File: src/hdl/sem_pkg.sv
package sem_pkg;

  // Line store geometry.
  localparam int MAX_WIDTH = 2048;
  localparam int COL_W     = $clog2(MAX_WIDTH);
  localparam int WEFF_W    = COL_W + 1;

  // Field widths.
  localparam int PIX_W  = 8;
  localparam int ROW_W  = 16;
  localparam int EDGE_W = 8;

  // Configuration registers.
  localparam int CFG_WIDTH_W  = 12;
  localparam int CFG_HEIGHT_W = 16;
  localparam int CFG_DATA_W   = 16;
  localparam int CFG_IDX_W    = 1;

  localparam logic [CFG_IDX_W-1:0] REG_IMAGE_WIDTH  = CFG_IDX_W'(0);
  localparam logic [CFG_IDX_W-1:0] REG_IMAGE_HEIGHT = CFG_IDX_W'(1);

  localparam logic [CFG_WIDTH_W-1:0]  RESET_WIDTH  = CFG_WIDTH_W'(1024);
  localparam logic [CFG_HEIGHT_W-1:0] RESET_HEIGHT = CFG_HEIGHT_W'(768);

  // Gradient arithmetic: |gx|, |gy| <= 1020.
  localparam int GRAD_W = 11;
  localparam int ABS_W  = GRAD_W - 1;
  localparam int SQ_W   = 2 * ABS_W;
  localparam int SUM_W  = SQ_W + 1;
  localparam int ROOT_W = 8;
  localparam int RIDX_W = $clog2(ROOT_W);
  localparam int RSQ_W  = 2 * ROOT_W;

  // Above this sum the rounded root is at least 256 and saturates.
  localparam logic [SUM_W-1:0]  SAT_LIMIT = SUM_W'(65280);
  localparam logic [EDGE_W-1:0] MAG_MAX   = EDGE_W'(255);

  // Result slots of one job, in emission order.
  localparam int NUM_SLOTS  = 4;
  localparam int SLOT_INNER = 0;
  localparam int SLOT_RIGHT = 1;
  localparam int SLOT_BOT   = 2;
  localparam int SLOT_LAST  = 3;

  // Job queue between front and back.
  localparam int QUEUE_DEPTH = 4;
  localparam int QPTR_W      = $clog2(QUEUE_DEPTH);

  typedef struct packed {
    logic [NUM_SLOTS-1:0]     slots;
    logic                     interior;
    logic signed [GRAD_W-1:0] gx;
    logic signed [GRAD_W-1:0] gy;
    logic [COL_W-1:0]         col;
    logic [ROW_W-1:0]         row;
  } sem_job_t;

  typedef enum logic {
    F_ACCEPT,
    F_CALC
  } front_state_t;

  typedef enum logic [2:0] {
    B_IDLE,
    B_SQUARE,
    B_SUM,
    B_ROOT,
    B_ROUND,
    B_EMIT
  } back_state_t;

endpackage

File: src/hdl/sem_queue.sv
module sem_queue (
  input  logic              clk,
  input  logic              rst,
  input  logic              push_valid,
  output logic              push_ready,
  input  sem_pkg::sem_job_t push_job,
  output logic              pop_valid,
  input  logic              pop_ready,
  output sem_pkg::sem_job_t pop_job
);
  import sem_pkg::*;

  sem_job_t        entries [QUEUE_DEPTH];
  logic [QPTR_W-1:0] wr_ptr;
  logic [QPTR_W-1:0] rd_ptr;
  logic [QPTR_W:0]   count;
  logic              do_push;
  logic              do_pop;

  assign push_ready = count != (QPTR_W+1)'(QUEUE_DEPTH);
  assign pop_valid  = count != '0;
  assign pop_job    = entries[rd_ptr];
  assign do_push    = push_valid && push_ready;
  assign do_pop     = pop_valid && pop_ready;

  always_ff @(posedge clk) begin
    if (rst) begin
      wr_ptr <= '0;
      rd_ptr <= '0;
      count  <= '0;
    end else begin
      if (do_push) begin
        wr_ptr <= (wr_ptr == QPTR_W'(QUEUE_DEPTH - 1)) ? '0 : wr_ptr + QPTR_W'(1);
      end
      if (do_pop) begin
        rd_ptr <= (rd_ptr == QPTR_W'(QUEUE_DEPTH - 1)) ? '0 : rd_ptr + QPTR_W'(1);
      end
      if (do_push && !do_pop) begin
        count <= count + (QPTR_W+1)'(1);
      end else if (do_pop && !do_push) begin
        count <= count - (QPTR_W+1)'(1);
      end
    end
  end

  always_ff @(posedge clk) begin
    if (do_push) begin
      entries[wr_ptr] <= push_job;
    end
  end

endmodule

File: config.mk
export PLATFORM = sky130hd
export DESIGN_NAME = sem_queue
export DESIGN_NICKNAME = d
export VERILOG_FILES = /design/src/hdl/sem_pkg.sv /design/src/hdl/sem_queue.sv
export SDC_FILE = /design/constraint.sdc
export NUM_CORES = 1
export LEC_CHECK = 0
export BUFFER_PORTS_ARGS = -buffer_cell sky130_fd_sc_hd__buf_2
export CAP_MARGIN = 20
export CORE_ASPECT_RATIO = 1.1
export CORE_MARGIN = 4
export CORE_UTILIZATION = 45
export CTS_CLUSTER_SIZE = 20
export DETAILED_ROUTE_END_ITERATION = 7
export SYNTH_ARGS = -nofsm -noshare
export SYNTH_HDL_FRONTEND = slang
export SYNTH_SLANG_ARGS = --single-unit
File: constraint.sdc
create_clock -name clk -period 4 [get_ports clk]
set_clock_uncertainty 0.05 [all_clocks]
set_input_delay 0.2 -clock clk [delete_from_list [all_inputs] [get_ports clk]]
set_output_delay 0.2 -clock clk [all_outputs]
set_load 0.02 [all_outputs]
-- Word level (Yosys, flattened, before mapping)
Memories as Yosys holds them, arrays and structs flattened. A register that Yosys moved wholly into a read port is not among the register bits.
Cells that the tools add are included.
- output and inout bits: 56
- bits in writable memories: 216
- memories kept: 1
- logic and storage cells: 27
- bits of input ports: 58
- bits in registers: 7
- equality and inequality tests: 3
- $add $sub $neg: 4
- mux-type cells: 8
- reductions and logical operators: 8
- memory list (name ; depth ; width ; read ports ; clocked after memory_dff ; wr ports ; line ; RTL):
    entries ; 4 ; 54 ; 1 ; 1 ; 1 ; sem_queue.sv:13 ; sem_job_t entries [QUEUE_DEPTH];
- operator list (cell ; count):
    2-to-1 mux 2 bit ; 4
    2-to-1 mux 3 bit ; 2
    adder 2 x 1 -> 2 bit, second input constant ; 2
    == test 2 bit, second input constant ; 2
    logical AND 1 bit ; 4
    adder 3 x 1 -> 3 bit, second input constant ; 1
    inequality test 3 bit, second input constant ; 1
    nonzero test 3 bit ; 1
    subtractor 3 x 1 -> 3 bit, second input constant ; 1
    logical NOT 1 bit ; 2
    2-to-1 mux 1 bit ; 2
    nonzero test 2 bit ; 1

-- Depth between registers and ports, before layout
Gate-level depths: netlist of the first run.
- depth after elaboration: 6
- mapped depth: 9
- gate-level depth less buffers: 8

-- Least setup slack after synthesis of the first run
OpenSTA, ideal clock, no wires.
- path type: reg-to-reg
- start point: register count[0]
- end point: register count[2]
- setup slack: 1710 ps
- path buffers: 1
- arrival: 2170 ps
- stages on the path, launching flop included: 10
- library setup time: 70 ps
- period minus slack after synthesis: 2290 ps
- required time: 3880 ps
- cells stage by stage: dfxtp_1 > or3b_1 > clkbuf_2 > and2_4 > ha_1 > inv_1 > fa_1 > xor2_1 > or3_2 > a21oi_1
- longest elaborated chain between the ends: 5
- elaborated cells between the ends (all ways): 13
- classes of those cells: add/sub (2); eq/ne (1); mux (2); reduce/logical (8)
- ends and longest elaborated chain (what ; line ; RTL):
    start, declared ; sem_queue.sv:16 ; logic [QPTR_W:0] count;
    start signal, assigned ; sem_queue.sv:39 ; count <= count + (QPTR_W+1)'(1);
    start signal, assigned ; sem_queue.sv:41 ; count <= count - (QPTR_W+1)'(1);
    inequality test 3 bit * ; sem_queue.sv:20 ; assign push_ready = count != (QPTR_W+1)'(QUEUE_DEPTH);
    via push_ready ; sem_queue.sv:5 ; output logic push_ready,
    logical AND 1 bit * ; sem_queue.sv:23 ; assign do_push = push_valid && push_ready;
    via do_push ; sem_queue.sv:17 ; logic do_push;
    logical NOT 1 bit ; sem_queue.sv:40 ; end else if (do_pop && !do_push) begin
    logical AND 1 bit ; sem_queue.sv:40 ;
    nonzero test 2 bit (no source line) ; -- ;
The timed path passes the listed nets; every way through them passes the cells marked *. The select of a mux whose other input is x is not followed.
A chain may end at the register's enable or synchronous reset.

==> summary.txt, run 1 <==
Synth
  • Flops & latches, synth: between 200 and 250
  • Yosys top cell by area: edfxtp_1
  • Synth Net Count: 395
  • Yosys cell types: 27
  • Yosys warns: 0
  • Syn Std Cell Area: ~8300 sq um
  • Seq/Total Area, Yosys: just over 80%
  • Avg Inst Size Synth: 25.01 sq um
  • Largest cells by area after synthesis: edfxtp_1 79%, mux4_2 15%, dfxtp_1 2.2%
  • Cells after synthesis: between 300 and 400
  • Top-area cell type share of the netlist area: 78.59%

Finish
  • Diode count: 0
  • Proportion of layout cells with a drive suffix above 1: between 40% and 50%
  • Synthesis-to-layout area growth: 26.49%
  • Most common cell after layout, fill and taps aside: edfxtp_1
  • Fillers: ~1400
  • Fin nets: 585
  • Most frequent cells in the layout: 216 x edfxtp_1, 113 x buf_2, 56 x dlygate4sd3_1, 54 x mux4_2, 23 x clkbuf_16
  • Post-layout instance area: about 10000 sq um
  • Fin cells: 774

Place
  • DP Area: 9129 sq um
  • Port Buffer Count: 113
  • Dpl cells: 678
  • HPWL Detailed: 9173 um
  • RePlAce Congestion: 0.7663

Detailed routing
  • DRT antenna net count: 0
  • DRT Wirelength: 15110 um
  • WL/cell: 19.52 um
  • Vias per cell: 5.120
  • Routed vias: ~4000
  • DR iter-0 viols: between 200 and 250
  • DRC: 0
  • DRT Pass-1 Iters: 4

Setup path
  • CP max FO: 38
  • Critical Path Source Type: register
  • WP data required: approximately 3800 ps
  • Critical Path AT: around 2500 ps
  • CP endpoint kind: output pin
  • Kind of critical path: reg -> out

Global routing
  • Largest net degree at the start of global routing: 43
  • Global route total overflow: 0
  • Global-route usage over all layers: ~15%
  • Number of global-route vias before repair: 4347
  • Initial antenna violation count: 0
  • First-pass GRT wire length: around 24000 um

CTS
  • # clock sinks: 225
  • Postcts setup bufs: 0
  • Clock insertion delay at the later pin of the skew report: just under 500 ps
  • Clock-pin transition on the worst setup and hold timing paths: 60 ps
  • Clk root buf: clkbuf_16
  • CTS Buf Count: 22
  • Longest Clk Path Bufs: 3
  • Htree depth: 1
  • CTS tree: built

Status
  • Run status: completed

Floorplan
  • Num ports: approximately 110
  • Core area: 17870 sq um
  • Die area: 20570 sq um
  • Die H: 150.0 um
  • Row cnt: 51
  • Die W: around 140 um
  • Initial Util: between 40% and 50%

STA
  • RSZ-0062 raised after global routing: false
  • Final min period: 2709 ps
  • Final setup viols: 0
  • Post-route setup TNS: 0 ps
  • Worst slew pin tran: 794.9 ps
  • Fmax: 369.1 MHz
  • Slew HR: 47.01%
  • Final Hold Vio Count: 0
  • Fin crit share: 67.74%
  • Max-slew violations: 0

Power and ir drop
  • Peak supply drop: 0.0003803 V
  • Leak: 3.593 nW
  • Tot Pwr: between 0.006 and 0.007 W
  • Pwr per Cell Area: between 600 and 700 nW/um^2

Job
  • Max-Cap Viols: 0

Worst hold path
  • Hold/Removal Path Class: in -> reg
## final cells by class
class                   instances  area [sq um]  area share [%]
well taps                     238         297.8           2.853
multi-input cells              88          1500           14.37
clock buffers                  29         598.1           5.729
inverters                       3         11.26          0.1079
clock inverters                11         151.4           1.450
repair buffers                180          1209           11.58
flip-flops and latches        225          6671           63.91
## cells in the mapped netlist (all sizes together)
master	count
edfxtp	216
mux4	54
buf	11
dfxtp	9
ha	6
and3	4
clkbuf	3
inv	3
mux2i	3
nor2	3
or3	3
a21oi	2
nand2b	2
o31ai	2
xor2	2
and2	1
fa	1
nand2	1
nand3	1
nor3	1
o21ai	1
or3b	1
## flip-flops by register name, indices dropped and copies added (netlist names), named ones only
register	flops
entries	216
count	3
rd_ptr	2
wr_ptr	2
## routing by layer
layer  GRT usage (%)  part of all wire [%]
met2           25.81                    53
met1           19.61                    41
met3           3.127                   5.2
met4           3.643                   1.2
met5               0                     0
## worst max-delay path, cell delays in order (launching register included)
cell	delay, ps
dfxtp_4	880
buf_4	370
mux4_2	540
buf_2	180
## what timing repair did
item	in CTS	in global routing
hold endpoints to repair	224	0
hold buffers	56	0
gates resized for setup	0	0
## power by group
| part | total (W) | leakage [nW] | switching [W] | internal, W |
|---|---|---|---|---|
| logic | 0.00137 | 1.17 | 0.000759 | 0.000607 |
| clock network | 0.00211 | 0.367 | 0.000797 | 0.00131 |
| registers | 0.00301 | 2.05 | 0.000149 | 0.00286 |
| total | 0.00648 | 3.59 | 0.00170 | 0.00477 |
## worst paths after layout
check	from	end	slack, ps	cells past startpoint
max	register	pop_job[2]	1290	3
max reg2reg	count[1]	count[2]	1520	7
min	pop_ready	register	80	4
min reg2reg	rd_ptr[0]	register	450	2
## logic make-up after synthesis
logic type               Yosys count  share of synthesized area (%)
AO/OA/AOI/OAI                      5                         0.4245
XOR/XNOR                           2                         0.2123
adder cells (fa/ha/maj)            7                          1.152
buffers and inverters             17                          1.046
flip-flops                       225                          80.78
multiplexers                      57                          15.10
AND/OR/NAND/NOR                   17                          1.289
## stage by stage
step	worst slack (ps)	utilization (%)	hold WS [ps]
2_1_floorplan	1710	-	248.9
3_3_place_gp	1666	51.09	360.6
3_5_place_dp	1546	51.09	367.7
4_1_cts	1182	58.42	60.99
5_1_grt	1067	58.42	124.5
6_report	1291	58.42	78.23
(Power assumes the default switching activity.)
==> inputs of run 2 (changes only) <==
PLACE_DENSITY = 0.67   (was default)
clock period = 2.35 ns   (was 4 ns; I/O delays follow)
==> run 2 against run 1 <==
  * Via count shrank 0.56%
  * Clock power grew 54%
  * Clock-buffer cell count up 1
  * Cell area down 0.36%
  * Sequential power grew 66%
  * Combinational power increased by 82%
  * Final cell count increased by 0.26%
  * Die area unchanged
  * Critical path type is now reg -> reg
  * Highest routed layer unchanged
==> summary.txt, run 2 (same netlist as run 1, synthesis figures left out) <==
Status
  • Run status: completed

Floorplan
  • Initial Util: 46.19% (unchanged)
  • Die H: 150.0 um (unchanged)
  • Die W: 137.1 um (unchanged)
  • Core area: 17870 sq um (unchanged)
  • Num ports: 114 (unchanged)
  • Die area: 20570 sq um (unchanged)
  • Row cnt: 51 (unchanged)

Place
  • DP Area: 9164 sq um (+0.38%)
  • HPWL Detailed: 8672 um (-5.5%)
  • Port Buffer Count: 113 (unchanged)
  • Pre-CTS WS: 61.56 ps (-1484 ps)
  • RePlAce Congestion: 0.7079 (-7.6%)

Setup path
  • Flop2flop setup slack: 110 ps (-1410 ps)
  • Critical Path Source Type: register
  • WP data required: 2710 ps (-1040 ps)
  • Cell Chain, Critical Path: or3b_1, and2_4, ha_1, inv_1, fa_1, xor2_1, or3_2, a21oi_1
  • CP max FO: 5 (-87%)
  • CP endpoint kind: register
  • Largest delay contributor family on the critical path: simple AND/OR/NAND/NOR gates
  • CP peak stage delay: 420 ps (-460 ps)
  • Kind of critical path: reg -> reg
  • Critical Path AT: 2600 ps (+140 ps)
  • Slowest CP cell: or3_2
  • Worst path buffer plus inverter count: 1 (-1)

Finish
  • Fillers: 1350 (-0.95%)
  • Post-layout instance area: 10400 sq um (-0.36%)
  • Biggest regs: entries x216, count x3
  • Most common cell after layout, fill and taps aside: edfxtp_1
  • Max reg flops: 216 (unchanged)
  • Synthesis-to-layout area growth: 26.03%
  • Most frequent cells in the layout: 216 x edfxtp_1, 113 x buf_2, 56 x dlygate4sd3_1, 54 x mux4_2, 23 x clkbuf_16
  • Layout Utilization: 58.21% (-0.21 points)
  • Diode count: 0 (unchanged)
  • Proportion of layout cells with a drive suffix above 1: 41.64% (+0.78 points)
  • Fin nets: 588 (+0.51%)
  • Biggest register: entries

CTS
  • Clk root buf: clkbuf_16
  • # clock sinks: 225 (unchanged)
  • Postcts setup bufs: 0 (unchanged)
  • Clock insertion delay at the later pin of the skew report: 490 ps (about the same)
  • Clock-pin transition on the worst setup and hold timing paths: 60 ps (about the same)
  • Longest Clk Path Bufs: 3 (unchanged)
  • CTS tree: built
  • Htree depth: 1 (unchanged)
  • CTS Buf Count: 22 (unchanged)

Power and ir drop
  • Tot Pwr: 0.01072 W (+65%)
  • Clock power frac: 30.2% (-2.3 points)
  • Comb power frac: 23.2% (+2.1 points)
  • Sw Ratio: 26.84% (+0.53 points)
  • Psw: 0.002878 W (+69%)
  • Sequential Power Share: 46.6% (+0.2 points)
  • Peak supply drop: 0.0006777 V (+78%)
  • P_int: 0.007844 W (+64%)
  • Leak: 3.573 nW (-0.55%)
  • Pwr per Cell Area: 1031 nW/um^2 (+66%)

STA
  • Post-route setup TNS: 0 ps (unchanged)
  • Final Hold Vio Count: 0 (unchanged)
  • Final min period: 2243 ps
  • Max-slew violations: 0 (unchanged)
  • Slew HR: 64.98% (+18 points)
  • Final Worst Setup Slack: 106.9 ps (-1184 ps)
  • Worst slew pin tran: 525.2 ps (-269.6 ps)
  • Final setup viols: 0 (unchanged)
  • Fmax: 445.8 MHz
  • Fin crit share: 95.45%
  • RSZ-0062 raised after global routing: false

Global routing
  • Number of global-route vias before repair: 4364 (+0.39%)
  • Global route total overflow: 0 (unchanged)
  • Initial antenna violation count: 0 (unchanged)
  • First-pass GRT wire length: 22910 um (-2.9%)
  • Largest net degree at the start of global routing: 36 (-16%)
  • Global-route usage over all layers: 14.44% (-0.53 points)

Job
  • Max-Cap Viols: 0 (unchanged)

Detailed routing
  • Vias per cell: 5.079 (-0.81%)
  • Met2 wire len: 7663 um (-3.7%)
  • DRT antenna net count: 0 (unchanged)
  • DRC: 0 (unchanged)
  • Highest metal used: met4
  • Met1 wire length: 6035 um (-2.3%)
  • DR iter-0 viols: 192 (-11%)
  • Met3 WL post-DR: 793 um (+0.76%)
  • WL/cell: 18.93 um (-3.0%)
  • DRT Pass-1 Iters: 4 (unchanged)
  • Routed vias: 3941 (-0.56%)
  • DRT Wirelength: 14690 um (-2.8%)

Worst hold path
  • Hold/Removal Path Class: in -> reg
==> run 2: routing by layer <==
metal | vias up | GRT usage, %
met5 | - | 0
met4 | 0 | 3.194
met3 | 20 | 3.127
met2 | 101 | 25.64
met1 | 2030 | 18.26
li1 | 1790 | -
==> run 2: stage by stage <==
step	instances	hold WS, ps
CTS	776	86.89
global placement	681	276.4
finish	776	82.29
floorplan	330	166.4
detailed placement	681	286.2
global route	776	117.9
==> run 2: cell type report <==
class                           instances  area [sq um]  area share, %
Clock buffer                           30         601.8          5.786
Clock inverter                          9         66.31         0.6376
Inverter                                3         11.26         0.1083
Multi-Input combinational cell         88          1505          14.47
Sequential cell                       225          6675          64.18
Tap cell                              238         297.8          2.863
Timing Repair Buffer                  183          1244          11.96
==> run 2: worst paths after layout <==
| path | from | end | cells past startpoint |
|---|---|---|---|
| max | count[0] | count[2] | 8 |
| min | pop_ready | register | 5 |
| max reg2reg | count[0] | count[2] | 8 |
| min reg2reg | rd_ptr[0] | register | 2 |
==> run 2: power groups by stage <==
stage / Combinational (W) / Clock, W / Sequential [W]
3_5_place_dp: 0.00248 / 0 / 0.00507
4_1_cts: 0.00256 / 0.00334 / 0.00499
2_1_floorplan: 0.00170 / 0 / 0.00503
5_1_grt: 0.00270 / 0.00350 / 0.00503
6_report: 0.00249 / 0.00324 / 0.00499
3_3_place_gp: 0.00243 / 0 / 0.00504
==> run 2: worst reg2reg max path: cells and delay by family, from the launching register on <==
kind / cells / cell delay [ps]
AOI/OAI and AO/OA: 1 / 150
DFF: 1 / 380
xor gates and xnor gates: 1 / 180
buffers and inverters: 1 / 70
and+or+nand+nor: 3 / 750
adders and majority gates: 2 / 590
==> run 2: timing repair <==
action	in CTS	in global routing
hold buffers	56	0
endpoints found under the setup margin	0	1
gates resized for setup	0	4
endpoints found under the hold margin	225	0
