<file path="config.mk">
export PLATFORM = sky130hd
export DESIGN_NAME = sem_back_flat
export DESIGN_NICKNAME = d
export VERILOG_FILES = /design/src/hdl/sem_pkg.sv /design/src/hdl/sem_if.sv /design/src/hdl/sem_back.sv /design/src/flat_wrapper.sv
export SDC_FILE = /design/constraint.sdc
export NUM_CORES = 1
export LEC_CHECK = 0
export ABC_AREA = 1
export BUFFER_PORTS_ARGS = -buffer_cell sky130_fd_sc_hd__buf_2
export CAP_MARGIN = 20
export CORE_ASPECT_RATIO = 0.9
export CORE_MARGIN = 2
export CORE_UTILIZATION = 60
export DETAILED_ROUTE_END_ITERATION = 6
export HOLD_SLACK_MARGIN = 0.05
export PLACE_DENSITY = 0.77
export SYNTH_ARGS = -nofsm -noshare
export SYNTH_HDL_FRONTEND = slang
export SYNTH_SLANG_ARGS = --single-unit
</file>
<file path="constraint.sdc">
create_clock -name clk -period 7.3 [get_ports clk]
set_input_delay 1.095 -clock clk [delete_from_list [all_inputs] [get_ports clk]]
set_output_delay 1.095 -clock clk [all_outputs]
set_load 0.03 [all_outputs]
</file>
<file path="src/hdl/sem_pkg.sv">
package sem_pkg;

  // Line store geometry.
  localparam int MAX_WIDTH = 2048;
  localparam int COL_W     = $clog2(MAX_WIDTH);
  localparam int WEFF_W    = COL_W + 1;

  // Field widths.
  localparam int PIX_W  = 8;
  localparam int ROW_W  = 16;
  localparam int EDGE_W = 8;

  // Configuration registers.
  localparam int CFG_WIDTH_W  = 12;
  localparam int CFG_HEIGHT_W = 16;
  localparam int CFG_DATA_W   = 16;
  localparam int CFG_IDX_W    = 1;

  localparam logic [CFG_IDX_W-1:0] REG_IMAGE_WIDTH  = CFG_IDX_W'(0);
  localparam logic [CFG_IDX_W-1:0] REG_IMAGE_HEIGHT = CFG_IDX_W'(1);

  localparam logic [CFG_WIDTH_W-1:0]  RESET_WIDTH  = CFG_WIDTH_W'(1024);
  localparam logic [CFG_HEIGHT_W-1:0] RESET_HEIGHT = CFG_HEIGHT_W'(768);

  // Gradient arithmetic: |gx|, |gy| <= 1020.
  localparam int GRAD_W = 11;
  localparam int ABS_W  = GRAD_W - 1;
  localparam int SQ_W   = 2 * ABS_W;
  localparam int SUM_W  = SQ_W + 1;
  localparam int ROOT_W = 8;
  localparam int RIDX_W = $clog2(ROOT_W);
  localparam int RSQ_W  = 2 * ROOT_W;

  // Above this sum the rounded root is at least 256 and saturates.
  localparam logic [SUM_W-1:0]  SAT_LIMIT = SUM_W'(65280);
  localparam logic [EDGE_W-1:0] MAG_MAX   = EDGE_W'(255);

  // Result slots of one job, in emission order.
  localparam int NUM_SLOTS  = 4;
  localparam int SLOT_INNER = 0;
  localparam int SLOT_RIGHT = 1;
  localparam int SLOT_BOT   = 2;
  localparam int SLOT_LAST  = 3;

  // Job queue between front and back.
  localparam int QUEUE_DEPTH = 4;
  localparam int QPTR_W      = $clog2(QUEUE_DEPTH);

  typedef struct packed {
    logic [NUM_SLOTS-1:0]     slots;
    logic                     interior;
    logic signed [GRAD_W-1:0] gx;
    logic signed [GRAD_W-1:0] gy;
    logic [COL_W-1:0]         col;
    logic [ROW_W-1:0]         row;
  } sem_job_t;

  typedef enum logic {
    F_ACCEPT,
    F_CALC
  } front_state_t;

  typedef enum logic [2:0] {
    B_IDLE,
    B_SQUARE,
    B_SUM,
    B_ROOT,
    B_ROUND,
    B_EMIT
  } back_state_t;

endpackage

</file>
<file path="src/hdl/sem_if.sv">


interface sem_res_if;
  import sem_pkg::*;

  logic              valid;
  logic              ready;
  logic [EDGE_W-1:0] edge_value;
  logic [COL_W-1:0]  out_x;
  logic [ROW_W-1:0]  out_y;
  logic              last;

  modport source (output valid, output edge_value, output out_x, output out_y,
                  output last, input ready);
  modport sink   (input valid, input edge_value, input out_x, input out_y,
                  input last, output ready);
endinterface

</file>
<file path="src/hdl/sem_back.sv">
module sem_back (
  input  logic              clk,
  input  logic              rst,
  input  logic              pop_valid,
  output logic              pop_ready,
  input  sem_pkg::sem_job_t pop_job,
  sem_res_if.source         edges
);
  import sem_pkg::*;

  back_state_t state, state_next;

  sem_job_t              job;
  logic [NUM_SLOTS-1:0]  slots;
  logic [SQ_W-1:0]       sq_x;
  logic [SQ_W-1:0]       sq_y;
  logic [RSQ_W-1:0]      s_low;
  logic [ROOT_W-1:0]     root;
  logic [RIDX_W-1:0]     bit_idx;
  logic [EDGE_W-1:0]     mag;

  logic [ABS_W-1:0]      abs_x, abs_y;
  logic [SUM_W-1:0]      sum;
  logic [ROOT_W-1:0]     trial;
  logic [RSQ_W-1:0]      trial_sq;
  logic [RSQ_W:0]        round_ref;
  logic                  round_up;

  logic                  load;
  logic [NUM_SLOTS-1:0]  slot_clear;
  logic [EDGE_W-1:0]     sel_value;
  logic [COL_W-1:0]      sel_x;
  logic [ROW_W-1:0]      sel_y;
  logic                  sel_last;

  always_comb begin
    abs_x     = job.gx[GRAD_W-1] ? ABS_W'(-job.gx) : ABS_W'(job.gx);
    abs_y     = job.gy[GRAD_W-1] ? ABS_W'(-job.gy) : ABS_W'(job.gy);
    sum       = {1'b0, sq_x} + {1'b0, sq_y};
    trial     = root | (ROOT_W'(1) << bit_idx);
    trial_sq  = RSQ_W'(trial) * RSQ_W'(trial);
    round_ref = {1'b0, RSQ_W'(root) * RSQ_W'(root)} + (RSQ_W+1)'(root);
    round_up  = {1'b0, s_low} > round_ref;
  end

  // Lowest pending slot goes out first.
  always_comb begin
    slot_clear = '0;
    sel_value  = '0;
    sel_x      = job.col - COL_W'(1);
    sel_y      = job.row - ROW_W'(1);
    sel_last   = 1'b0;
    if (slots[SLOT_INNER]) begin
      slot_clear[SLOT_INNER] = 1'b1;
      sel_value = job.interior ? mag : '0;
    end else if (slots[SLOT_RIGHT]) begin
      slot_clear[SLOT_RIGHT] = 1'b1;
      sel_x = job.col;
    end else if (slots[SLOT_BOT]) begin
      slot_clear[SLOT_BOT] = 1'b1;
      sel_y = job.row;
    end else begin
      slot_clear[SLOT_LAST] = 1'b1;
      sel_x    = job.col;
      sel_y    = job.row;
      sel_last = 1'b1;
    end
  end

  always_comb begin
    state_next = state;
    pop_ready  = 1'b0;
    load       = 1'b0;
    unique case (state)
      B_IDLE: begin
        pop_ready = 1'b1;
        if (pop_valid) begin
          state_next = pop_job.interior ? B_SQUARE : B_EMIT;
        end
      end
      B_SQUARE: state_next = B_SUM;
      B_SUM:    state_next = (sum > SAT_LIMIT) ? B_EMIT : B_ROOT;
      B_ROOT: begin
        if (bit_idx == '0) begin
          state_next = B_ROUND;
        end
      end
      B_ROUND: state_next = B_EMIT;
      B_EMIT: begin
        if (slots == '0) begin
          state_next = B_IDLE;
        end else if (!edges.valid || edges.ready) begin
          load = 1'b1;
          if ((slots & ~slot_clear) == '0) begin
            state_next = B_IDLE;
          end
        end
      end
      default: state_next = B_IDLE;
    endcase
  end

  always_ff @(posedge clk) begin
    if (rst) begin
      state       <= B_IDLE;
      slots       <= '0;
      edges.valid <= 1'b0;
    end else begin
      state <= state_next;
      if (state == B_IDLE && pop_valid) begin
        slots <= pop_job.slots;
      end else if (load) begin
        slots <= slots & ~slot_clear;
      end
      if (load) begin
        edges.valid <= 1'b1;
      end else if (edges.ready) begin
        edges.valid <= 1'b0;
      end
    end
  end

  always_ff @(posedge clk) begin
    if (state == B_IDLE && pop_valid) begin
      job <= pop_job;
    end
    unique case (state)
      B_SQUARE: begin
        sq_x <= SQ_W'(abs_x) * SQ_W'(abs_x);
        sq_y <= SQ_W'(abs_y) * SQ_W'(abs_y);
      end
      B_SUM: begin
        s_low   <= sum[RSQ_W-1:0];
        root    <= '0;
        bit_idx <= RIDX_W'(ROOT_W - 1);
        mag     <= MAG_MAX;
      end
      B_ROOT: begin
        if (trial_sq <= s_low) begin
          root <= trial;
        end
        bit_idx <= bit_idx - RIDX_W'(1);
      end
      B_ROUND: begin
        if (round_up) begin
          mag <= (root == MAG_MAX) ? MAG_MAX : EDGE_W'(root + ROOT_W'(1));
        end else begin
          mag <= EDGE_W'(root);
        end
      end
      default: ;
    endcase
    if (load) begin
      edges.edge_value <= sel_value;
      edges.out_x      <= sel_x;
      edges.out_y      <= sel_y;
      edges.last       <= sel_last;
    end
  end

endmodule

</file>
<file path="src/flat_wrapper.sv">
// flat-port wrapper written by rule: the top's interface ports become plain ports
module sem_back_flat import sem_pkg::*;
  (clk, rst, pop_valid, pop_ready, pop_job, edges_valid, edges_edge_value, edges_out_x, edges_out_y, edges_last, edges_ready);
  sem_res_if edges_i ();
  input  logic clk;
  input  logic rst;
  input  logic pop_valid;
  output logic pop_ready;
  input  sem_pkg::sem_job_t pop_job;
  output wire logic [$bits(edges_i.valid)-1:0] edges_valid;
  output wire logic [$bits(edges_i.edge_value)-1:0] edges_edge_value;
  output wire logic [$bits(edges_i.out_x)-1:0] edges_out_x;
  output wire logic [$bits(edges_i.out_y)-1:0] edges_out_y;
  output wire logic [$bits(edges_i.last)-1:0] edges_last;
  input wire logic [$bits(edges_i.ready)-1:0] edges_ready;
  assign edges_valid = edges_i.valid;
  assign edges_edge_value = edges_i.edge_value;
  assign edges_out_x = edges_i.out_x;
  assign edges_out_y = edges_i.out_y;
  assign edges_last = edges_i.last;
  assign edges_i.ready = edges_ready;
  sem_back u_core (.clk(clk), .rst(rst), .pop_valid(pop_valid), .pop_ready(pop_ready), .pop_job(pop_job), .edges(edges_i));
endmodule
</file>
Yosys cells after proc, flatten, opt, wreduce, memory -nomap -nowiden

Index checks and enable logic that the tools add are counted.

$add $sub $neg: 8
Multipliers: 4
Magnitude comparators: 3
Eq/ne operators: 11
Shift operators: 1
Mux-type cells: 35
Bitwise logic cells: 3
Reductions and logical operators: 15

Operators by type and width:

| operator                                                         | number |
|---|---|
| multiplier 10 x 10 -> 20 bit                                     | 2 |
| two-way mux 11 bit                                               | 3 |
| multiplier 8 x 8 -> 16 bit                                       | 2 |
| two-way mux 16 bit                                               | 2 |
| one-hot mux 8 bit (2 select lines)                               | 2 |
| two-way mux 3 bit                                                | 8 |
| two-way mux 8 bit                                                | 3 |
| adder 20 x 20 -> 21 bit                                          | 1 |
| greater-than comparator 21 x 16 -> 1 bit (second input constant) | 1 |
| two-way mux 10 bit                                               | 2 |
| negator 10 bit                                                   | 2 |
| one-hot mux 3 bit (6 select lines)                               | 1 |
| adder 16 x 8 -> 17 bit                                           | 1 |
| greater-than comparator 16 x 17 -> 1 bit                         | 1 |
| less-or-equal comparator 16 bit                                  | 1 |
| subtractor 16 x 1 -> 16 bit (second input constant)              | 1 |
| subtractor 11 x 1 -> 11 bit (second input constant)              | 1 |
| two-way mux 1 bit                                                | 10 |
| adder 8 x 1 -> 8 bit (second input constant)                     | 1 |
| equality test 8 bit (second input constant)                      | 1 |
| zero test 4 bit                                                  | 2 |
| two-way mux 4 bit                                                | 2 |
| OR 8 bit                                                         | 1 |
| nonzero test 2 bit                                               | 4 |
| 19 further kinds                                                 | 25 |

Register bits after elaboration: 169
Input port bits: 58
Output and inout port bits: 38
Word-level logic and storage cells: 98

Logic depth before layout (Yosys ltp)

Gate-level depths: netlist of run 1.

Depth after elaboration: 10
Mapped depth: 32
Depth with buffers taken out: 31

Least setup slack after synthesis of run 1

No wires, ideal clock.

Path type: reg2reg
From: register u_core.bit_idx[0]
To: register u_core.root[0] (enable)
Library setup time: 378 ps
Data arrival time: 5,916 ps
Required time: 6,922 ps
Slack: 1,006 ps
Cell stages (with the launch flop): 26
Buffers on the path: 0
Clock period less this slack: 6,294 ps
Path through: edfxtp_1 -> ha_1 -> a21oi_1 -> clkinv_1 -> nand2_1 -> inv_1 -> fa_1 -> fa_1 -> inv_1 -> fa_1 -> fa_1 -> inv_1 -> ha_1 -> a21oi_1 -> o21ai_0 -> nor2_1 -> o21ai_0 -> a21o_1 -> a21oi_1 -> xor2_1 -> inv_1 -> ha_1 -> nand4_1 -> nor3_1 -> nand4_1 -> a31oi_1

Cells in the longest elaborated chain, start to end: 6

RTL lines:

| element                                         | RTL line        | source |
|---|---|---|
| start: declaration                              | sem_back.sv:19  | `logic [RIDX_W-1:0] bit_idx;` |
| start signal: assignment                        | sem_back.sv:135 | `bit_idx <= RIDX_W'(ROOT_W - 1);` |
| start signal: assignment                        | sem_back.sv:142 | `bit_idx <= bit_idx - RIDX_W'(1);` |
| << shifter 1 x 3 -> 8 bit                       | sem_back.sv:40  | `trial = root \| (ROOT_W'(1) << bit_idx);` |
| OR 8 bit                                        | sem_back.sv:40  |  |
| multiplier 8 x 8 -> 16 bit                      | sem_back.sv:41  | `trial_sq = RSQ_W'(trial) * RSQ_W'(trial);` |
| less-or-equal comparator 16 bit                 | sem_back.sv:139 | `if (trial_sq <= s_low) begin` |
| inequality test 2 x 1 -> 1 bit (no source line) | --              |  |
| AND reduction 2 bit (no source line)            | --              |  |
| end signal: assignment                          | sem_back.sv:140 | `root <= trial;` |
| end: declaration                                | sem_back.sv:18  | `logic [ROOT_W-1:0] root;` |

Every way passes these cells.
A chain may end at the register's enable or synchronous reset.

Worst setup path in the final report of run 1

From: register u_core.bit_idx[0]
To: register u_core.root[4] (enable)

Same word-level chain as after synthesis.

==> impl_metrics.toml, run 1 <==
[cells_and_area]
area_growth_pct = 8.683
regArea_sq_um = 4935
multi_input_area_sq_um = 10970
insertedDiodeCount = 0
fin_nets = 2624
drive_gt1_share_pct = 8.902
fill_cells = 2395

[die]
pin_count = 96
fp.dieH_um = 167.6
rows = 59
die_area_sq_um = 31150
fp.dieW_um = 185.8
start_util_pct = 61.38
core_area_sq_um = 29090

[place]
io_buffers = 95
place_congestion = 0.9167
dpl.hpwl_um = 30850

[grt]
grt_pass1_wl_um = 64260
grt.total_usage_pct = 25.54
grt_start_max_net_pins = 57
grt_pass1_vias = 13953
grt_antenna_before_repair = 0
overflow = 0

[yosys]
avgSynthCellArea_sq_um = 8.514
synthFlopType = "edfxtp_1"
syn_nets = 2521
synth_seq_cells = 167
syn_area_sq_um = 17850
yosys_warnings = 0
ys_async_sr_fraction_pct = 0
synth_edf_count = 159
post_synth_num_cell_types = 55
ys_seq_area_share_pct = 27.64
syn_inst = 2097

[clocking]
clk_path_buf_depth = 2
cts_resized = 0
postCtsSetupRepairBufs = 0
cts_sinks = 167
cts_buffers = 17
cts_root_buffer = "clkbuf_16"
cts_tree = "built"
cts_max_level = 4
holdBufCountCts = 0
path_clk_slew_ps = 70
worstSkewPairLatency_ps = 440

[route]
drt-pass1-iter-count = 5
vias = 13679
vias_per_cell = 5.243
routed_wl_um = 37400
drc = 0
ant_nets = 0
drt_iter0_markers = 1101
avgRoutedWirePerCell_um = 14.33

[worst_setup_path]
worstSetupEndpointType = "register"
r2r_start = "u_core.bit_idx[0]"
crit_start = "u_core.bit_idx[0]"
worst_ep_arrival_time_ps = 6880
critPathRequiredTime_ps = 7440
worst-path-max-fanout = 8
start_kind = "register"
worst-setup-path-type = "reg2reg"

[job]
drv_cap = 0

[timing]
tns_ps = 0
rsz0062_at_grt = "false"
slew_headroom_pct = 29.24
final_max_slew_viol_count = 0
period_minus_slack_ps = 6736
finalSetupViolCount = 0
fmax_mhz = 148.4
period_share_pct = 92.28
skew_ps = 12.37
worst_pin_slew_ps = 1061
hold_violations = 0

[worst_hold_path]
worstHoldStart = "u_core.job[27]"
hp-class = "reg2reg"

[outcome]
status = "completed"
[cells in the final DEF, fill, tap and decap left out, types with 7 or more instances in the layout]
| master | n |
|---|---|
| nand2_2 | 15 |
| a21o_1 | 8 |
| clkbuf_16 | 17 |
| xor2_1 | 65 |
| fa_1 | 149 |
| dfxtp_1 | 8 |
| o21ai_0 | 49 |
| nand4_1 | 25 |
| a21oi_1 | 96 |
| ha_1 | 217 |
| nand3_1 | 68 |
| inv_1 | 493 |
| edfxtp_1 | 159 |
| nor3_1 | 21 |
| nand2_1 | 389 |
| buf_2 | 95 |
| nor2_1 | 186 |
| or2_2 | 7 |
| xnor2_1 | 35 |
| nand3b_1 | 8 |
[kinds of logic after synthesis]
logic type	synth area share, %
simple gates	18.21
buf+inv	11.02
fa+ha+maj	31.92
compound gates	6.300
flops	27.64
xor+xnor	4.906
[synthesized netlist by cell type, types with 4 or more instances]
library cell,instances,area share [%]
inv_1,493,10
nand2_1,389,8.2
ha_1,217,15
nor2_1,188,4.0
edfxtp_1,159,27
fa_1,149,17
a21oi_1,96,2.7
nand3_1,68,1.9
xor2_1,65,3.2
o21ai_0,49,1.4
xnor2_1,35,1.7
nand4_1,25,0.88
nor3_1,21,0.59
nand2_2,15,0.53
a21o_1,8,0.34
dfxtp_1,8,0.90
nand3b_1,8,0.34
buf_2,7,0.20
or2_2,7,0.25
o21bai_1,6,0.25
clkbuf_1,5,0.11
inv_2,5,0.11
nor2_2,5,0.18
a31oi_1,4,0.14
clkinv_1,4,0.084
nand3_2,4,0.22
nor3_2,4,0.22
nor4_1,4,0.14
o211ai_1,4,0.17
o21ai_1,4,0.11
o21ai_2,4,0.20
[critical path, stage by stage, from the launching register on]
cell and delay, ps:
edfxtp_1 440, inv_1 120, ha_1 240, a21oi_1 310
inv_1 200, nand2_1 150, inv_1 70, fa_1 480
fa_1 550, inv_1 60, fa_1 500, fa_1 550
inv_1 50, ha_1 350, a21oi_1 210, o21ai_0 120
nor2_1 190, o21ai_0 160, a21o_1 200, a21oi_1 150
xor2_1 160, inv_1 50, ha_1 280, nand4_1 120
nor3_1 230, nand4_1 120, a31oi_1 190, buf_4 190
[registers in the layout, summed over array words and instances, names as in the netlist]
name,flops
u_core.edges.last,1
u_core.s_low,16
u_core.edges.out_x,11
u_core.slots,4
u_core.sq_x,19
u_core.state,3
u_core.job,50
u_core.mag,8
u_core.edges.valid,1
u_core.edges.out_y,16
u_core.root,8
u_core.sq_y,19
u_core.bit_idx,3
u_core.edges.edge_value,8
[metal layers]
metal  wire length (um)  up-vias  track usage [%]
li1                   -     6804                -
met1              16320     6464            33.75
met2              18610      361            44.46
met3               1818       50            3.523
met4                643        0            5.991
met5                  0        -                0
[path summary, 6_finish.rpt]
check | end | slack, ps | depth (start not counted)
worst min-delay path | u_core.sq_y[0] | 540 | 0
worst max-delay path | u_core.root[4] | 560 | 27
worst min register to register | u_core.sq_y[0] | 540 | 0
worst max register to register | u_core.root[4] | 560 | 27
[per-stage QoR]
step                      setup slack (ps)  instances  instance area [sq um]  util [%]  hold slack, ps
after floorplan                       1006       2097                  17850         -           451.3
after global placement               910.0       2576                  18790     64.60           510.7
after detailed placement             711.2       2576                  18790     64.60           508.2
after CTS                            670.6       2608                  19380     66.62           524.1
after global routing                 137.9       2609                  19400     66.71           538.1
final                                563.6       2609                  19400     66.71           537.0
[cell type report]
| cell class | count | share of cell area, % |
|---|---|---|
| multi-input combinational | 1412 | 56.54 |
| clock inverter | 15 | 0.8254 |
| clock buffer | 17 | 2.192 |
| tap | 396 | 2.554 |
| inverter | 502 | 9.711 |
| timing repair buffer | 100 | 2.747 |
| sequential | 167 | 25.43 |
Power of run 1 is not shown: default switching activity piles up to over one toggle a cycle in this logic, so the estimate is an artifact.
==> inputs of run 2 (changes only) <==
Settings changed: ABC_AREA 1 to not set, PLACE_DENSITY 0.77 to 0.78.
==> impl_metrics.toml, run 2 <==
[outcome]
status = "completed"

[route]
drt_iter0_markers = 876
vias = 12093
routed.top_layer = "met4"
wirelength_met1_um = 15280
route.met3.wl_um = 1744
drc = 0
route.met2.wl_um = 17770
drt-pass1-iter-count = 7
routed_wl_um = 35530
avgRoutedWirePerCell_um = 16.32
ant_nets = 0
vias_per_cell = 5.555

[grt]
grt.total_usage_pct = 25.18
grt_antenna_before_repair = 1
grt_pass1_vias = 12638
grt_pass1_wl_um = 60040
grt_start_max_net_pins = 44
overflow = 0

[yosys]
syn_area_sq_um = 16940
syn_nets = 2111
synth_top_area_cell = "edfxtp_1"
synth_edf_count = 159
synth_top_cell_area_share_pct = 28.18
avgSynthCellArea_sq_um = 10.04
synthFlopType = "edfxtp_1"
yosys_warnings = 0
ys_seq_area_share_pct = 29.13
synth_most_common_cell = "inv_1"
syn_inst = 1687
synth_seq_cells = 167
ys_async_sr_fraction_pct = 0
post_synth_num_cell_types = 79
ys_top_cells_by_area = "edfxtp_1 (28%), fa_1 (18%), ha_1 (16%)"
synth_common_cells = "inv_1 (307), ha_1 (217), edfxtp_1 (159), nor2_1 (151), fa_1 (149)"

[timing]
fmax_mhz = 145.4
period_minus_slack_ps = 6879
tns_ps = 0
slew_headroom_pct = 29.37
hold_violations = 0
final_max_slew_viol_count = 0
finalSetupViolCount = 0
rsz0062_at_grt = "false"
skew_ps = 7.893
worst_pin_slew_ps = 1057
period_share_pct = 94.23

[worst_setup_path]
worst-setup-path-type = "reg2reg"
worstSetupEndpointType = "register"
worst_ep_arrival_time_ps = 6960
cp_slowest_cell = "fa_1"
worst-path-max-fanout = 8
critPathRequiredTime_ps = 7380
start_kind = "register"
crit_path_max_incr_delay_ps = 530

[die]
pin_count = 96
rows = 58
fp.dieH_um = 163.4
core_area_sq_um = 27870
die_area_sq_um = 29600
fp.dieW_um = 181.1
start_util_pct = 60.80

[cells_and_area]
largestRegisters = "u_core.job: 50 flops, u_core.sq_x: 19 flops, u_core.sq_y: 19 flops"
area_growth_pct = 9.512
largest_register_ffs = 50
mostFrequentLayoutCells = "inv_1 (306), ha_1 (217), edfxtp_1 (159)"
fin_nets = 2227
regMostFlops = "u_core.job"
drive_gt1_share_pct = 11.40
final_common_cell = "inv_1"

[clocking]
holdBufCountCts = 0
cts_tree = "built"
cts_root_buffer = "clkbuf_16"
path_clk_slew_ps = 70
cts_buffers = 17
clk_path_buf_depth = 2
cts_sinks = 167
cts_max_level = 4
worstSkewPairLatency_ps = 440

[place]
dpl.hpwl_um = 28610
place_congestion = 0.9068
io_buffers = 95

[worst_hold_path]
hp-class = "reg2reg"

[job]
drv_cap = 0
run 2: cell count changes after synthesis, moves of 16 or more:
cell / delta
clkbuf_1: +20
a21oi_1: -28
a21o_1: +22
nor2_1: -37
xnor2_1: +41
nand2_1: -300
nand3_1: -45
inv_1: -186
nand2b_1: +22
o21a_1: +16
run 2: cell families (layout without fill, tap and decap cells):
logic type	Yosys count	count (layout)	share of synthesized area (%)
and+or+nand+nor	446	446	12.78
adders and majority gates	366	366	33.63
buffers and inverters	337	466	7.570
AOI/OAI and AO/OA	233	233	9.409
DFF	167	167	29.13
xor gates and xnor gates	129	129	6.802
muxes	9	9	0.6868
other	0	1	0
run 2: metal layers:
layer	up-vias	global-route usage, %
li1	5883	-
met1	5847	32.85
met2	313	43.89
met3	50	3.679
met4	0	7.576
met5	-	0
run 2: per-stage QoR:
stage / hold WS [ps] / utilization (%) / setup WS [ps] / instance area (sq um) / cells
after floorplan: 486.5 / - / 810.4 / 16940 / 1687
after detailed placement: 528.6 / 64.43 / 20.12 / 17950 / 2140
after global routing: 571.0 / 66.58 / 28.94 / 18550 / 2177
after global placement: 520.9 / 64.41 / 330.4 / 17950 / 2139
final: 555.3 / 66.58 / 421.4 / 18550 / 2177
after CTS: 552.1 / 66.39 / 283.7 / 18500 / 2172
run 2: layout make-up:
class / instances / area, sq um
Timing Repair Buffer: 127 / 716.9
Multi-Input combinational cell: 1183 / 10750
Sequential cell: 167 / 4935
Antenna cell: 1 / 2.502
Inverter: 307 / 1152
Clock buffer: 17 / 425.4
Fill cell: 2173 / 9313
Clock inverter: 15 / 117.6
Tap cell: 360 / 450.4
run 2: path summary, 6_finish.rpt:
path	startpoint	endpoint	slack, ps	cells after the start
max	u_core.bit_idx[0]	u_core.root[1]	420	28
min reg2reg	u_core.edges.valid	u_core.edges.valid	560	2
max reg2reg	u_core.bit_idx[0]	u_core.root[1]	420	28
min	u_core.edges.valid	u_core.edges.valid	560	2
run 2: critical path: cells and delay by family, from the launching register on:
family	cells	cell delay (ps)
adder cells (fa/ha/maj)	7	2460
AO/OA/AOI/OAI	9	1870
AND/OR/NAND/NOR	7	1250
flip-flops	1	460
buffers and inverters	4	330
XOR/XNOR	1	140
run 2: repair_timing:
action | in CTS | in global routing
resized for setup | 1 | 3
setup buffers | 0 | 3
setup endpoints to repair | 8 | 11
Power of run 2 is left out for the same reason.
==> inputs of run 3 (changes only) <==
Settings changed: CORE_ASPECT_RATIO 0.9 to 1.5.
==> impl_metrics.toml, run 3 (synthesized netlist as in run 2, its figures left out) <==
[cells_and_area]
mostFrequentLayoutCells = "inv_1 (306), ha_1 (217), edfxtp_1 (159)"
final_common_cell = "inv_1"
regMostFlops = "u_core.job"
largest_register_ffs = 50
insertedDiodeCount = 0
drive_gt1_share_pct = 11.46
largestRegisters = "u_core.job: 50 flops, u_core.sq_x: 19 flops, u_core.sq_y: 19 flops"
area_growth_pct = 9.601
fin_nets = 2226

[worst_setup_path]
crit_path_cell_trace = "inv_1, ha_1, nand2_1, or2_1, o21ai_0, xor2_1, inv_1, nand2b_1, inv_1, fa_1, fa_1, inv_1, fa_1, inv_1, fa_1, fa_1, ha_1, o21a_1, o21ai_0, a21oi_1, o21ai_0, a31oi_1, xor2_1"
critPathRequiredTime_ps = 7480
crit_family = "adder cells"
crit_path_max_incr_delay_ps = 530
r2r_start = "u_core.job[27]"
worst-path-buf-inv = 5
worst-path-max-fanout = 14
worst-setup-path-type = "reg2reg"
reg2regPathDepth = 23
worst_ep_arrival_time_ps = 7080
worstSetupEndpointType = "register"
start_kind = "register"
r2r-end = "u_core.sq_y[17]"
cp_slowest_cell = "fa_1"
rrSetupSlack_ps = 400

[clocking]
cts_max_level = 4
clk_path_buf_depth = 2
cts_root_buffer = "clkbuf_16"
cts_tree = "built"
path_clk_slew_ps = 70
cts_sinks = 167
worstSkewPairLatency_ps = 440
cts_buffers = 17

[worst_hold_path]
min_path_cells = 2
hold_end = "u_core.edges.valid"
hp-class = "reg2reg"
worstHoldStart = "u_core.edges.valid"

[die]
fp.dieH_um = 209.8
die_area_sq_um = 29630
pin_count = 96
start_util_pct = 60.79
fp.dieW_um = 141.2
rows = 75
core_area_sq_um = 27870

[timing]
period_minus_slack_ps = 6903
final_max_slew_viol_count = 0
tns_ps = 0
slew_headroom_pct = 29.31
rsz0062_at_grt = "false"
hold_violations = 0
period_share_pct = 94.56
worst_pin_slew_ps = 1049
skew_ps = 13.39
fmax_mhz = 144.9
finalSetupViolCount = 0

[route]
routed_wl_um = 34880
drt_iter0_markers = 658
avgRoutedWirePerCell_um = 16.14
drt-pass1-iter-count = 7
drc = 2
vias = 12063
ant_nets = 0
vias_per_cell = 5.582

[grt]
grt_pass1_wl_um = 58130
met1_usage_pct = 26.92
grt_antenna_before_repair = 0
grt.total_usage_pct = 24.51
overflow = 0
use_met3_pct = 2.989
grtUsageMet2_pct = 47.44
grt_pass1_vias = 12458
grt_start_max_net_pins = 55
gr-max-usage-layer = "met2"

[place]
io_buffers = 95
place_congestion = 0.9192
dpl.hpwl_um = 28820

[job]
drv_cap = 0

[outcome]
failed_checks = "design-rule violations"
status = "complete, but fails checks"
==> run 3: cell count changes in the layout (fill, tap and decap cells not counted), sizes merged <==
cell      delta
buf          -2
clkinv       +1
clkbuf       +2
clkinvlp     -4
diode        -1
inv          +2
==> run 3: cell type report <==
| cell class | count | area, sq um |
|---|---|---|
| inverter | 307 | 1152 |
| clock buffer | 18 | 439.2 |
| sequential | 167 | 4935 |
| timing repair buffer | 126 | 720.7 |
| clock inverter | 14 | 150.1 |
| multi-input combinational | 1183 | 10740 |
| fill | 2129 | 9301 |
| tap | 346 | 432.9 |
==> run 3: layer usage <==
layer / up-vias / wire length, um
met4: 0 / 1171
met3: 82 / 748
met1: 5904 / 13320
met2: 209 / 19630
met5: - / 0
li1: 5868 / -
==> run 3: through the flow <==
stage | instances | util [%] | hold slack, ps | cell area (sq um) | setup slack, ps
4_1_cts | 2153 | 66.34 | 537.0 | 18490 | 100.0
6_report | 2161 | 66.63 | 534.9 | 18570 | 396.9
3_3_place_gp | 2121 | 64.23 | 519.4 | 17900 | 379.1
2_1_floorplan | 1687 | - | 486.5 | 16940 | 810.4
5_1_grt | 2161 | 66.63 | 569.1 | 18570 | 3.634
3_5_place_dp | 2121 | 64.23 | 525.8 | 17900 | 154.7
==> run 3: how the worst max path moves through the flow <==
stage	from	end	depth (start not counted)
after CTS	u_core.bit_idx[0]	u_core.root[7]	28
after global routing	u_core.job[27]	u_core.sq_y[17]	23
after detailed placement	u_core.bit_idx[0]	u_core.root[7]	28
after floorplan	u_core.bit_idx[0]	u_core.root[0]	23
final	u_core.job[27]	u_core.sq_y[17]	23
after global placement	u_core.bit_idx[0]	u_core.root[2]	28
==> run 3: what timing repair did <==
| action | in CTS | in global routing |
|---|---|---|
| endpoints found under the setup margin | 0 | 3 |
| hold buffers | 0 | 0 |
| gates resized for setup | 0 | 1 |
| buffers inserted | 0 | 5 |
==> run 3: tightest hold or removal path, delay by kind of cell, from the launching register on <==
family,cells,cell delay [ps]
and+or+nand+nor,1,100
DFF,1,310
AOI/OAI and AO/OA,1,70
Power of run 3 is left out for the same reason.
